**config.mk**
```make
export PLATFORM = sky130hd
export DESIGN_NAME = lowest_free_id_allocator
export DESIGN_NICKNAME = d
export VERILOG_FILES = /design/src/design/lfid_pkg.sv /design/src/design/lowest_free_id_allocator.sv /design/src/design/lfid_ctrl.sv /design/src/design/lfid_dp.sv
export SDC_FILE = /design/constraint.sdc
export NUM_CORES = 1
export LEC_CHECK = 0
export BUFFER_PORTS_ARGS = -buffer_cell sky130_fd_sc_hd__buf_2
export CAP_MARGIN = 25
export CORE_ASPECT_RATIO = 1.4
export CORE_MARGIN = 1
export CORE_UTILIZATION = 35
export DETAILED_ROUTE_END_ITERATION = 10
export SYNTH_ARGS = -nofsm -noshare
export SYNTH_HDL_FRONTEND = slang
export SYNTH_SLANG_ARGS = --single-unit
```
**constraint.sdc**
```tcl
create_clock -name clk -period 5.6 [get_ports clk]
set_clock_uncertainty 0.05 [all_clocks]
set_input_delay 0.56 -clock clk [delete_from_list [all_inputs] [get_ports clk]]
set_output_delay 0.56 -clock clk [all_outputs]
set_load 0.01 [all_outputs]
```
**src/design/lfid_pkg.sv**
```systemverilog
// Shared constants, codes and controller/datapath interface types for the id allocator.
package lfid_pkg;

	localparam int ID_W         = 9;
	localparam int MODE_W       = 2;
	localparam int STATUS_W     = 2;
	localparam int DATA_W       = 16;
	localparam int WORD_W       = 32;
	localparam int BIT_W        = 5;
	localparam int ID_COUNT_DEF = 256;

	localparam logic [ID_W-1:0] HIGHEST_ID_RST = 9'd256;

	localparam logic [MODE_W-1:0] MODE_ALLOC   = 2'd0;
	localparam logic [MODE_W-1:0] MODE_CLAIM   = 2'd1;
	localparam logic [MODE_W-1:0] MODE_RELEASE = 2'd2;

	localparam logic [STATUS_W-1:0] ST_DONE   = 2'd0;
	localparam logic [STATUS_W-1:0] ST_REJECT = 2'd1;
	localparam logic [STATUS_W-1:0] ST_FULL   = 2'd2;

	typedef struct packed {
		logic load;
		logic scan;
		logic put;
	} dp_cmd_t;

	typedef struct packed {
		logic needs_mem;
		logic done;
		logic out_free;
	} dp_stat_t;

endpackage

```
**src/design/lowest_free_id_allocator.sv**
```systemverilog
// Top level of the lowest-free identifier allocator.
//
// Requests arrive on the s_ stream, one beat per request: allocate the lowest
// free identifier, claim a given one, or release a given one. Each request
// gives exactly one response beat on the m_ stream with a status and an id.
// highest_id sets the largest usable identifier; write it only while idle.
//
// One request is in flight at a time. Claim and release read the bitmap word
// at the accept, then write it back and pass the response to the output stage.
// Allocate scans the used bitmap one 32-bit word per cycle through a single
// find-first-zero unit, stopping at a free bit or at the word that holds the
// limit, then passes the response on. Rejected requests and allocates under
// a zero limit skip the bitmap and go straight to the output stage.
// s_tready rises at the edge that loads the response register, so the next
// request may be accepted while that response waits on a stalled receiver;
// that request then waits for the output and s_tready stays low meanwhile.
// Reset marks every identifier free at once (one valid flag per bitmap word)
// and sets highest_id to 256; no clearing pass is needed.
module lowest_free_id_allocator #(
	parameter int ID_COUNT = lfid_pkg::ID_COUNT_DEF
) (
	input  logic                        clk,
	input  logic                        arst_n,
	input  logic                        highest_id_we,
	input  logic [lfid_pkg::ID_W-1:0]   highest_id,
	input  logic                        s_tvalid,
	output logic                        s_tready,
	input  logic [lfid_pkg::DATA_W-1:0] s_tdata,  // mode[1:0], id[10:2], zero fill
	output logic                        m_tvalid,
	input  logic                        m_tready,
	output logic [lfid_pkg::DATA_W-1:0] m_tdata   // status[1:0], granted_id[10:2], zero fill
);
	import lfid_pkg::*;

	dp_cmd_t  cmd;
	dp_stat_t stat;

	lfid_ctrl u_ctrl (
		.clk      (clk),
		.arst_n   (arst_n),
		.s_tvalid (s_tvalid),
		.s_tready (s_tready),
		.stat     (stat),
		.cmd      (cmd)
	);

	lfid_dp #(
		.ID_COUNT (ID_COUNT)
	) u_dp (
		.clk           (clk),
		.arst_n        (arst_n),
		.highest_id_we (highest_id_we),
		.highest_id    (highest_id),
		.s_tdata       (s_tdata),
		.m_tready      (m_tready),
		.m_tvalid      (m_tvalid),
		.m_tdata       (m_tdata),
		.cmd           (cmd),
		.stat          (stat)
	);

endmodule

```
**src/design/lfid_ctrl.sv**
```systemverilog
// Controller state machine: accept, scan the bitmap words, hand the result to the output stage.
module lfid_ctrl (
	input  logic              clk,
	input  logic              arst_n,
	input  logic              s_tvalid,
	output logic              s_tready,
	input  lfid_pkg::dp_stat_t stat,
	output lfid_pkg::dp_cmd_t  cmd
);
	import lfid_pkg::*;

	localparam logic [1:0] S_IDLE  = 2'd0;
	localparam logic [1:0] S_CHECK = 2'd1;
	localparam logic [1:0] S_PUT   = 2'd2;

	logic [1:0] state_q;
	logic [1:0] state_d;

	assign s_tready = (state_q == S_IDLE);

	always_comb begin
		state_d  = state_q;
		cmd.load = 1'b0;
		cmd.scan = 1'b0;
		cmd.put  = 1'b0;
		case (state_q)
			S_IDLE: begin
				if (s_tvalid) begin
					cmd.load = 1'b1;
					state_d  = stat.needs_mem ? S_CHECK : S_PUT;
				end
			end
			S_CHECK: begin
				cmd.scan = 1'b1;
				if (stat.done) begin
					state_d = S_PUT;
				end
			end
			S_PUT: begin
				if (stat.out_free) begin
					cmd.put = 1'b1;
					state_d = S_IDLE;
				end
			end
			default: begin
				state_d = S_IDLE;
			end
		endcase
	end

	always_ff @(posedge clk or negedge arst_n) begin
		if (!arst_n) begin
			state_q <= S_IDLE;
		end else begin
			state_q <= state_d;
		end
	end

endmodule

```
**src/design/lfid_dp.sv**
```systemverilog
// Datapath: limit register, bitmap word memory, find-first-zero and the output register.
module lfid_dp #(
	parameter int ID_COUNT = lfid_pkg::ID_COUNT_DEF
) (
	input  logic                        clk,
	input  logic                        arst_n,
	input  logic                        highest_id_we,
	input  logic [lfid_pkg::ID_W-1:0]   highest_id,
	input  logic [lfid_pkg::DATA_W-1:0] s_tdata,
	input  logic                        m_tready,
	output logic                        m_tvalid,
	output logic [lfid_pkg::DATA_W-1:0] m_tdata,
	input  lfid_pkg::dp_cmd_t           cmd,
	output lfid_pkg::dp_stat_t          stat
);
	import lfid_pkg::*;

	localparam int WORDS = (ID_COUNT + WORD_W - 1) / WORD_W;
	localparam int WAW   = (WORDS > 1) ? $clog2(WORDS) : 1;
	localparam int CAP   = (ID_COUNT > (2**ID_W - 1)) ? (2**ID_W - 1) : ID_COUNT;
	localparam int PAD_W = DATA_W - STATUS_W - ID_W;

	// limit and word memory
	logic [ID_W-1:0]   hid_q;
	logic [WORD_W-1:0] mem [WORDS];
	logic [WORDS-1:0]  wv_q;
	logic [WORD_W-1:0] rd_word_q;
	logic              rd_valid_q;

	// item context
	logic              alloc_q;
	logic              clear_q;
	logic [ID_W-1:0]   id_q;
	logic [BIT_W-1:0]  bit_q;
	logic [WAW-1:0]    word_q;
	logic [ID_W-1:0]   lim_q;

	logic [STATUS_W-1:0] pend_status_q;
	logic [ID_W-1:0]     pend_id_q;
	logic                m_tvalid_q;
	logic [DATA_W-1:0]   m_tdata_q;

	logic [MODE_W-1:0] in_mode;
	logic [ID_W-1:0]   in_id;
	logic [ID_W-1:0]   in_idm1;
	logic [ID_W-1:0]   lim;
	logic              in_alloc;
	logic              in_cr;
	logic              in_id_ok;
	logic [WAW-1:0]    word_d;
	logic [WAW-1:0]    rd_addr;

	logic [WORD_W-1:0] cur;
	logic [ID_W-1:0]   limm1;
	logic              is_last;
	logic [WORD_W-1:0] mask;
	logic [WORD_W-1:0] free;
	logic [WORD_W-1:0] low;
	logic [BIT_W-1:0]  idx;
	logic              found;
	logic [WORD_W-1:0] bitsel;
	logic [WORD_W-1:0] new_word;
	logic              scan_done;
	logic              commit;
	logic              advance;
	logic [ID_W-1:0]   gid;

	assign in_mode  = s_tdata[MODE_W-1:0];
	assign in_id    = s_tdata[MODE_W+ID_W-1:MODE_W];
	assign in_idm1  = in_id - ID_W'(1);
	assign lim      = (hid_q > ID_W'(CAP)) ? ID_W'(CAP) : hid_q;
	assign in_alloc = (in_mode == MODE_ALLOC);
	assign in_cr    = (in_mode == MODE_CLAIM) || (in_mode == MODE_RELEASE);
	assign in_id_ok = (in_id != '0) && (in_id <= lim);
	assign word_d   = (in_cr && in_id_ok) ? WAW'(in_idm1 >> BIT_W) : '0;

	assign stat.needs_mem = (in_alloc && (lim != '0)) || (in_cr && in_id_ok);

	// words never written read as all free
	assign cur     = rd_valid_q ? rd_word_q : '0;
	assign limm1   = lim_q - ID_W'(1);
	assign is_last = (ID_W'(word_q) == (limm1 >> BIT_W));
	assign mask    = is_last ? ({WORD_W{1'b1}} >> (BIT_W'(WORD_W - 1) - limm1[BIT_W-1:0]))
	                         : {WORD_W{1'b1}};
	assign free    = ~cur & mask;
	assign found   = |free;
	assign low     = free & (~free + WORD_W'(1));

	always_comb begin
		idx = '0;
		for (int b = 0; b < WORD_W; b++) begin
			if (low[b]) begin
				idx = idx | BIT_W'(b);
			end
		end
	end

	assign bitsel    = WORD_W'(1) << bit_q;
	assign new_word  = alloc_q ? (cur | low) : (clear_q ? (cur & ~bitsel) : (cur | bitsel));
	assign scan_done = !alloc_q || found || is_last;
	assign commit    = cmd.scan && (!alloc_q || found);
	assign advance   = cmd.scan && !scan_done;
	assign gid       = ID_W'({word_q, idx}) + ID_W'(1);

	assign stat.done     = scan_done;
	assign stat.out_free = !m_tvalid_q || m_tready;

	// read one word ahead while scanning
	assign rd_addr = cmd.load ? word_d : (advance ? word_q + WAW'(1) : word_q);

	always_ff @(posedge clk) begin
		if (commit) begin
			mem[word_q] <= new_word;
		end
		rd_word_q <= mem[rd_addr];
	end

	always_ff @(posedge clk or negedge arst_n) begin
		if (!arst_n) begin
			wv_q       <= '0;
			rd_valid_q <= 1'b0;
		end else begin
			if (commit) begin
				wv_q[word_q] <= 1'b1;
			end
			rd_valid_q <= wv_q[rd_addr];
		end
	end

	always_ff @(posedge clk or negedge arst_n) begin
		if (!arst_n) begin
			hid_q <= HIGHEST_ID_RST;
		end else if (highest_id_we) begin
			hid_q <= highest_id;
		end
	end

	always_ff @(posedge clk) begin
		if (cmd.load) begin
			alloc_q       <= in_alloc;
			clear_q       <= (in_mode == MODE_RELEASE);
			id_q          <= in_id;
			bit_q         <= in_idm1[BIT_W-1:0];
			word_q        <= word_d;
			lim_q         <= lim;
			pend_status_q <= in_alloc ? ST_FULL : ST_REJECT;
			pend_id_q     <= '0;
		end else begin
			if (advance) begin
				word_q <= word_q + WAW'(1);
			end
			if (cmd.scan && scan_done) begin
				pend_status_q <= (!alloc_q || found) ? ST_DONE : ST_FULL;
				pend_id_q     <= alloc_q ? (found ? gid : '0) : id_q;
			end
		end
		if (cmd.put) begin
			m_tdata_q <= {{PAD_W{1'b0}}, pend_id_q, pend_status_q};
		end
	end

	always_ff @(posedge clk or negedge arst_n) begin
		if (!arst_n) begin
			m_tvalid_q <= 1'b0;
		end else if (cmd.put) begin
			m_tvalid_q <= 1'b1;
		end else if (m_tready) begin
			m_tvalid_q <= 1'b0;
		end
	end

	assign m_tvalid = m_tvalid_q;
	assign m_tdata  = m_tdata_q;

endmodule

```
==> results of run 1 <==
worst max path at each step:
stage	start	end	slack (ns)
5_1_grt	u_dp.lim_q[1]$_DFFE_PP_	u_dp.pend_id_q[4]$_SDFFE_PP0P_	0.06
3_5_place_dp	u_dp.lim_q[1]$_DFFE_PP_	u_dp.pend_id_q[4]$_SDFFE_PP0P_	0.27
3_3_place_gp	u_dp.lim_q[1]$_DFFE_PP_	u_dp.rd_word_q[16]$_DFF_P_	0.35
4_1_cts	u_dp.lim_q[1]$_DFFE_PP_	u_dp.rd_word_q[16]$_DFF_P_	0.26
2_1_floorplan	u_dp.lim_q[0]$_DFFE_PP_	u_dp.mem[7][0]$_DFFE_PP_	0.43
6_report	u_dp.lim_q[1]$_DFFE_PP_	u_dp.pend_id_q[4]$_SDFFE_PP0P_	0.40
power by group through the flow:
stage | sequential, mW | combinational [mW] | clock (mW)
6_report | 3.74 | 3.21 | 2.32
5_1_grt | 3.76 | 3.51 | 2.45
4_1_cts | 3.73 | 3.20 | 2.37
3_5_place_dp | 3.78 | 3.18 | 0
3_3_place_gp | 3.78 | 3.13 | 0
2_1_floorplan | 3.68 | 2.16 | 0
state kept, by name (all words and copies together) (netlist names):
signal              count
u_dp.mem              256
u_dp.rd_word_q         32
u_dp.m_tdata           11
u_dp.hid_q              9
u_dp.id_q               9
u_dp.lim_q              9
u_dp.pend_id_q          9
u_dp.wv_q               8
u_dp.bit_q              5
u_dp.word_q             3
u_ctrl.state_q          2
u_dp.pend_status_q      2
u_dp.alloc_q            1
u_dp.clear_q            1
u_dp.m_tvalid           1
u_dp.rd_valid_q         1
metal layers:
metal / part of all wire (%) / up-vias / global-route usage [%] / wire [µm]
met2: 50 / 415 / 34.2 / 24000
met1: 40 / 6158 / 23.2 / 19300
met5: 0 / - / 0 / 0
met3: 4.5 / 115 / 2.27 / 2200
li1: - / 5791 / - / -
met4: 5.9 / 0 / 11.9 / 2840
through the flow:
stage	total power, mW	hold WS, ns
2_1_floorplan	5.84	0.214
3_3_place_gp	6.91	0.370
3_5_place_dp	6.96	0.355
4_1_cts	9.30	0.205
5_1_grt	9.73	0.205
6_report	9.26	0.216
cell families after synthesis:
logic type	count (synthesis)	share of synthesized area, %
AOI/OAI and AO/OA	472	18.9
and+or+nand+nor	469	13.0
DFF	359	60.6
buffers and inverters	135	3.88
xor gates and xnor gates	22	1.14
muxes	18	1.13
adders and majority gates	17	1.26
other	1	0.0222
critical path, cell delays in order (launching register included):
cell	delay (ns)
edfxtp_1	0.41
inv_1	0.12
ha_1	0.38
buf_4	0.20
or4b_2	0.62
nor2_1	0.22
or2_2	0.23
o31ai_1	0.10
o2bb2ai_1	0.59
nor3_1	0.16
o2111ai_1	0.30
nand3_1	0.17
or4_1	0.59
ha_1	0.20
inv_1	0.09
a211oi_1	0.07
buf_4	0.17
xnor2_1	0.12
a22oi_1	0.20
a21oi_1	0.09
cell type report:
type / instances / area (µm²)
sequential: 359 / 10200
clock buffer: 48 / 997
clock inverter: 14 / 130
fill: 4529 / 27800
multi-input combinational: 1003 / 6120
timing repair buffer: 125 / 1080
tap: 624 / 781
inverter: 30 / 118
cell usage in the layout (no fill, tap or decap), types with 25 or more instances in the layout:
cell,instances
a21o_1,37
a21oi_1,185
a221oi_1,33
a22oi_1,40
a31oi_1,25
buf_2,38
buf_4,67
clkbuf_16,37
dfxtp_1,44
edfxtp_1,294
inv_1,26
nand2_1,222
nand3_1,28
nor2_1,77
nor3_1,26
o21ai_0,27
what timing repair did:
item                                   in CTS  in global routing
resized for setup                           0                  2
setup endpoints to repair                   0                 22
hold buffers                                1                  0
endpoints found under the hold margin      20                  0
==> metrics.csv, run 1 <==
metric,value,unit
outcome,"finished, final reports clean",
RSZ-0062 raised after global routing,no,
global-route usage over all layers,19.6,%
CP Data Arrival Time,5.55,ns
share of the synthesized area in the top cell type,52.3,%
Initial DRC Count,892,
Static Leak,6.80,nW
dpl hpwl,33200,µm
antenna violations before repair,1,
clock tree root driver cell,clkbuf_16,
Hold Crit Start,highest_id[1],
Reg power frac,40.3,%
period utilization,92.9,%
Cells after DPL,2140,
Vias per Instance,5.66,
die area,49100,µm²
sequential area share after synthesis,60.6,%
FF-to-FF path depth,19,
Unique masters post-synth,88,
H-tree depth,2,
WL final,48300,µm
Hold Path Class,input port to register,
Final Net Count,1600,
Synth Instances,1493,
routed via count,12500,
utilization after layout,41.2,%
Synth area leaders,"edfxtp_1 (52%), a21oi_1 (5.5%), dfxtp_1 (5.2%), nand2_1 (4.9%), dfrtp_1 (3.0%)",
global-route wire length before repair,73300,µm
fin crit period,5.20,ns
Worst Hold Path EP,u_dp.hid_q[1]$_DFFE_PN0P_,
Post-synth ARST share,5.85,%
final worst slack,0.397,ns
Max Slew Vio Count,0,
#FFs+latches synth,359,
Num CTS Buffers,34,
Worst EP required,5.95,ns
fin area,19500,µm²
synthesized area,16900,µm²
wire per inst,21.9,µm
largest net degree at the start of global routing,68,
"count leader, synth",edfxtp_1,
Critical Path Start Type,register,
Comb pwr share,34.6,%
"Hold Vio Cnt, Final",0,
non-filler instance count after layout,2203,
pwr dens,476,nW/µm²
DRC viols,0,
post-route ant nets,0,
row cnt,94,
CP Class,register to register,
TritonCTS Sinks,359,
CTS tree,built,
Hold Crit Depth,2,
clock power share,25.0,%
clock latency at the later pin of the worst-skew pair,0.53,ns
IO buf count,37,
CP Max Fanout,11,
number of synthesized flops with an enable pin,294,
Area after DPL,18300,µm²
largest area contributor in the netlist,edfxtp_1,
f_max,0.192,GHz
I/O pins,48,
layout cell share with drive strength beyond 1,14.8,%
syn avg cell area,11.3,µm²
layout overhead on the synthesized area,15.3,%
Antenna Diode Count,0,
chip height,262,µm
Commonest cells post-synth,"edfxtp_1 (294), nand2_1 (222), a21oi_1 (185), nor2_1 (84), clkbuf_1 (60)",
Ys Warns,0,
clk buf depth,3,
first-pass detailed-route iteration total,7,
gr ovfl total,0,
endpoints failing setup,0,
Clock Pin Slew Worst Setup and Hold Paths,0.07,ns
sw frac,35.7,%
P_int,5.95,mW
flop-to-flop setup slack,0.40,ns
NetSw,3.31,mW
reg2reg end,u_dp.pend_id_q[4]$_SDFFE_PP0P_,
top_reg_cell synth,edfxtp_1,
Final TNS setup,0,ns
Slew HR,37.4,%
Max-Cap Viols,0,
vias in the first global route,12200,
Post-CTS Setup Bufs,0,
RR Startpoint,u_dp.lim_q[1]$_DFFE_PP_,
Die Wd,188,µm
worst vdd ir,0.284,mV
RD Place Congestion,0.989,
Critical Path End Type,register,
Initial Utilization,35.7,%
core area,47300,µm²
pre-CTS WS,0.270,ns
actual slew at the worst max-slew pin,0.933,ns
No activity file was read; power rests on OpenSTA's default activity.
==> run 2: changes to the inputs <==
- clock period: 5.6 -> 5.1 ns (I/O delays scaled with it)
==> metrics.csv, run 2 (same netlist as run 1, synthesis figures left out) <==
metric,value,unit
outcome,"finished, final reports clean",
Hold Slack,0.151,ns
clock tree root driver cell,clkbuf_16,
RSZ-0062 raised after global routing,no,
routed via count,12600,
max FFs per register,256,
I/O pins,48,
wire per inst,22.1,µm
RD Place Congestion,0.986,
Most Crowded Layer GR,met2,
TritonCTS Sinks,359,
DRC viols,0,
Final Net Count,1629,
actual slew at the worst max-slew pin,0.940,ns
Critical Path Start Type,register,
row cnt,94,
"Hold Vio Cnt, Final",0,
core area,47300,µm²
vias in the first global route,12500,
met3 Use GR,2.48,%
CP Max Fanout,37,
clk buf depth,3,
period utilization,96.8,%
f_max,0.202,GHz
final worst slack,0.161,ns
WL final,49400,µm
largest net degree at the start of global routing,62,
Max Slew Vio Count,0,
gr ovfl total,0,
clock latency at the later pin of the worst-skew pair,0.54,ns
Vias per Instance,5.67,
Initial Utilization,35.7,%
worst vdd ir,0.322,mV
first-pass detailed-route iteration total,5,
routing usage on met1,23.6,%
utilization after layout,41.7,%
Max-Cap Viols,0,
layout cell share with drive strength beyond 1,16.7,%
antenna violations before repair,1,
IO buf count,37,
routing usage on met2,36.5,%
Slew HR,37.2,%
Hold Path Class,input port to register,
"commonest non-fill, non-tap cells in the layout","edfxtp_1 (294), nand2_1 (222), a21oi_1 (185), buf_4 (94), nor2_1 (77)",
Static Leak,6.95,nW
Worst EP required,5.53,ns
Initial DRC Count,895,
Num CTS Buffers,35,
pwr dens,521,nW/µm²
die area,49100,µm²
Clock Pin Slew Worst Setup and Hold Paths,0.07,ns
post-route ant nets,0,
global-route usage over all layers,20.0,%
H-tree depth,2,
endpoints failing setup,0,
largest register by flop count,u_dp.mem,
CP Data Arrival Time,5.36,ns
dpl hpwl,34200,µm
Critical Path End Type,register,
layout overhead on the synthesized area,16.8,%
CP Class,register to register,
Antenna Diode Count,0,
global-route wire length before repair,75100,µm
"commonest non-fill, non-tap cell in the layout",edfxtp_1,
Die Wd,188,µm
fin crit period,4.94,ns
chip height,262,µm
pre-CTS WS,0.0968,ns
CTS tree,built,
Post-CTS Setup Bufs,0,
-- run 2: cell types whose count changed in the layout (fill, tap and decap cells not counted), sizes merged --
cell / before / now
clkinvlp: 1 / 3
clkbuf: 48 / 47
buf: 124 / 152
clkinv: 12 / 13
inv: 29 / 27
-- run 2: per-layer routing --
| layer | vias up | wire, µm |
|---|---|---|
| met5 | - | 0 |
| met4 | 0 | 2040 |
| met3 | 122 | 2330 |
| met2 | 420 | 25400 |
| met1 | 6244 | 19700 |
| li1 | 5854 | - |
-- run 2: power by group --
group / internal [mW] / switching [mW]
clock network: 1.48 / 1.09
logic: 1.27 / 2.32
registers: 3.85 / 0.268
total: 6.60 / 3.68
-- run 2: area by class of cell --
class | count | area, µm²
Clock buffer | 47 | 993
Clock inverter | 15 | 139
Fill cell | 4478 | 27600
Inverter | 30 | 118
Multi-Input combinational cell | 1003 | 6140
Sequential cell | 359 | 10200
Tap cell | 624 | 781
Timing Repair Buffer | 153 | 1320
-- run 2: timing repair --
item,in CTS,in global routing
setup endpoints to repair,0,38
endpoints found under the hold margin,20,0
gates resized for setup,0,7
hold buffers,1,0
-- run 2: final timing paths --
kind | from | end | cells after the start | slack, ns
setup / recovery | u_dp.lim_q[1]$_DFFE_PP_ | u_dp.rd_word_q[24]$_DFF_P_ | 17 | 0.16
hold / removal | highest_id[8] | u_dp.hid_q[8]$_DFFE_PN1P_ | 3 | 0.15
setup reg to reg | u_dp.lim_q[1]$_DFFE_PP_ | u_dp.rd_word_q[24]$_DFF_P_ | 17 | 0.16
hold reg to reg | u_dp.pend_id_q[1]$_SDFFE_PP0P_ | u_dp.m_tdata[3]$_DFFE_PP_ | 0 | 0.39
max in group asynchronous | arst_n | u_ctrl.state_q[0]$_DFFE_PN0P_ | 2 | 4.18
min in group asynchronous | arst_n | u_dp.hid_q[5]$_DFFE_PN0P_ | 2 | 0.45
-- run 2: critical path: stages (launching register included) --
cell      delay [ns]
edfxtp_1        0.39
buf_4           0.17
or3_1           0.47
xnor2_2         0.24
a211oi_1        0.57
a32oi_1         0.20
or3_1           0.45
buf_4           0.21
nor4_4          0.39
buf_4           0.19
nand3_4         0.11
or3_1           0.32
and2_4          0.20
clkinv_4        0.14
buf_12          0.21
nand2_1         0.08
a221oi_1        0.33
a21o_1          0.12
-- run 2: metrics by stage --
stage	instance area (µm²)	TNS, ns	cells	power, mW
5_1_grt	19700	0	2231	10.8
4_1_cts	19700	0	2231	10.3
3_3_place_gp	18500	0	2168	7.67
6_report	19700	0	2231	10.3
3_5_place_dp	18500	0	2168	7.73
2_1_floorplan	16900	-12.51	1497	6.41
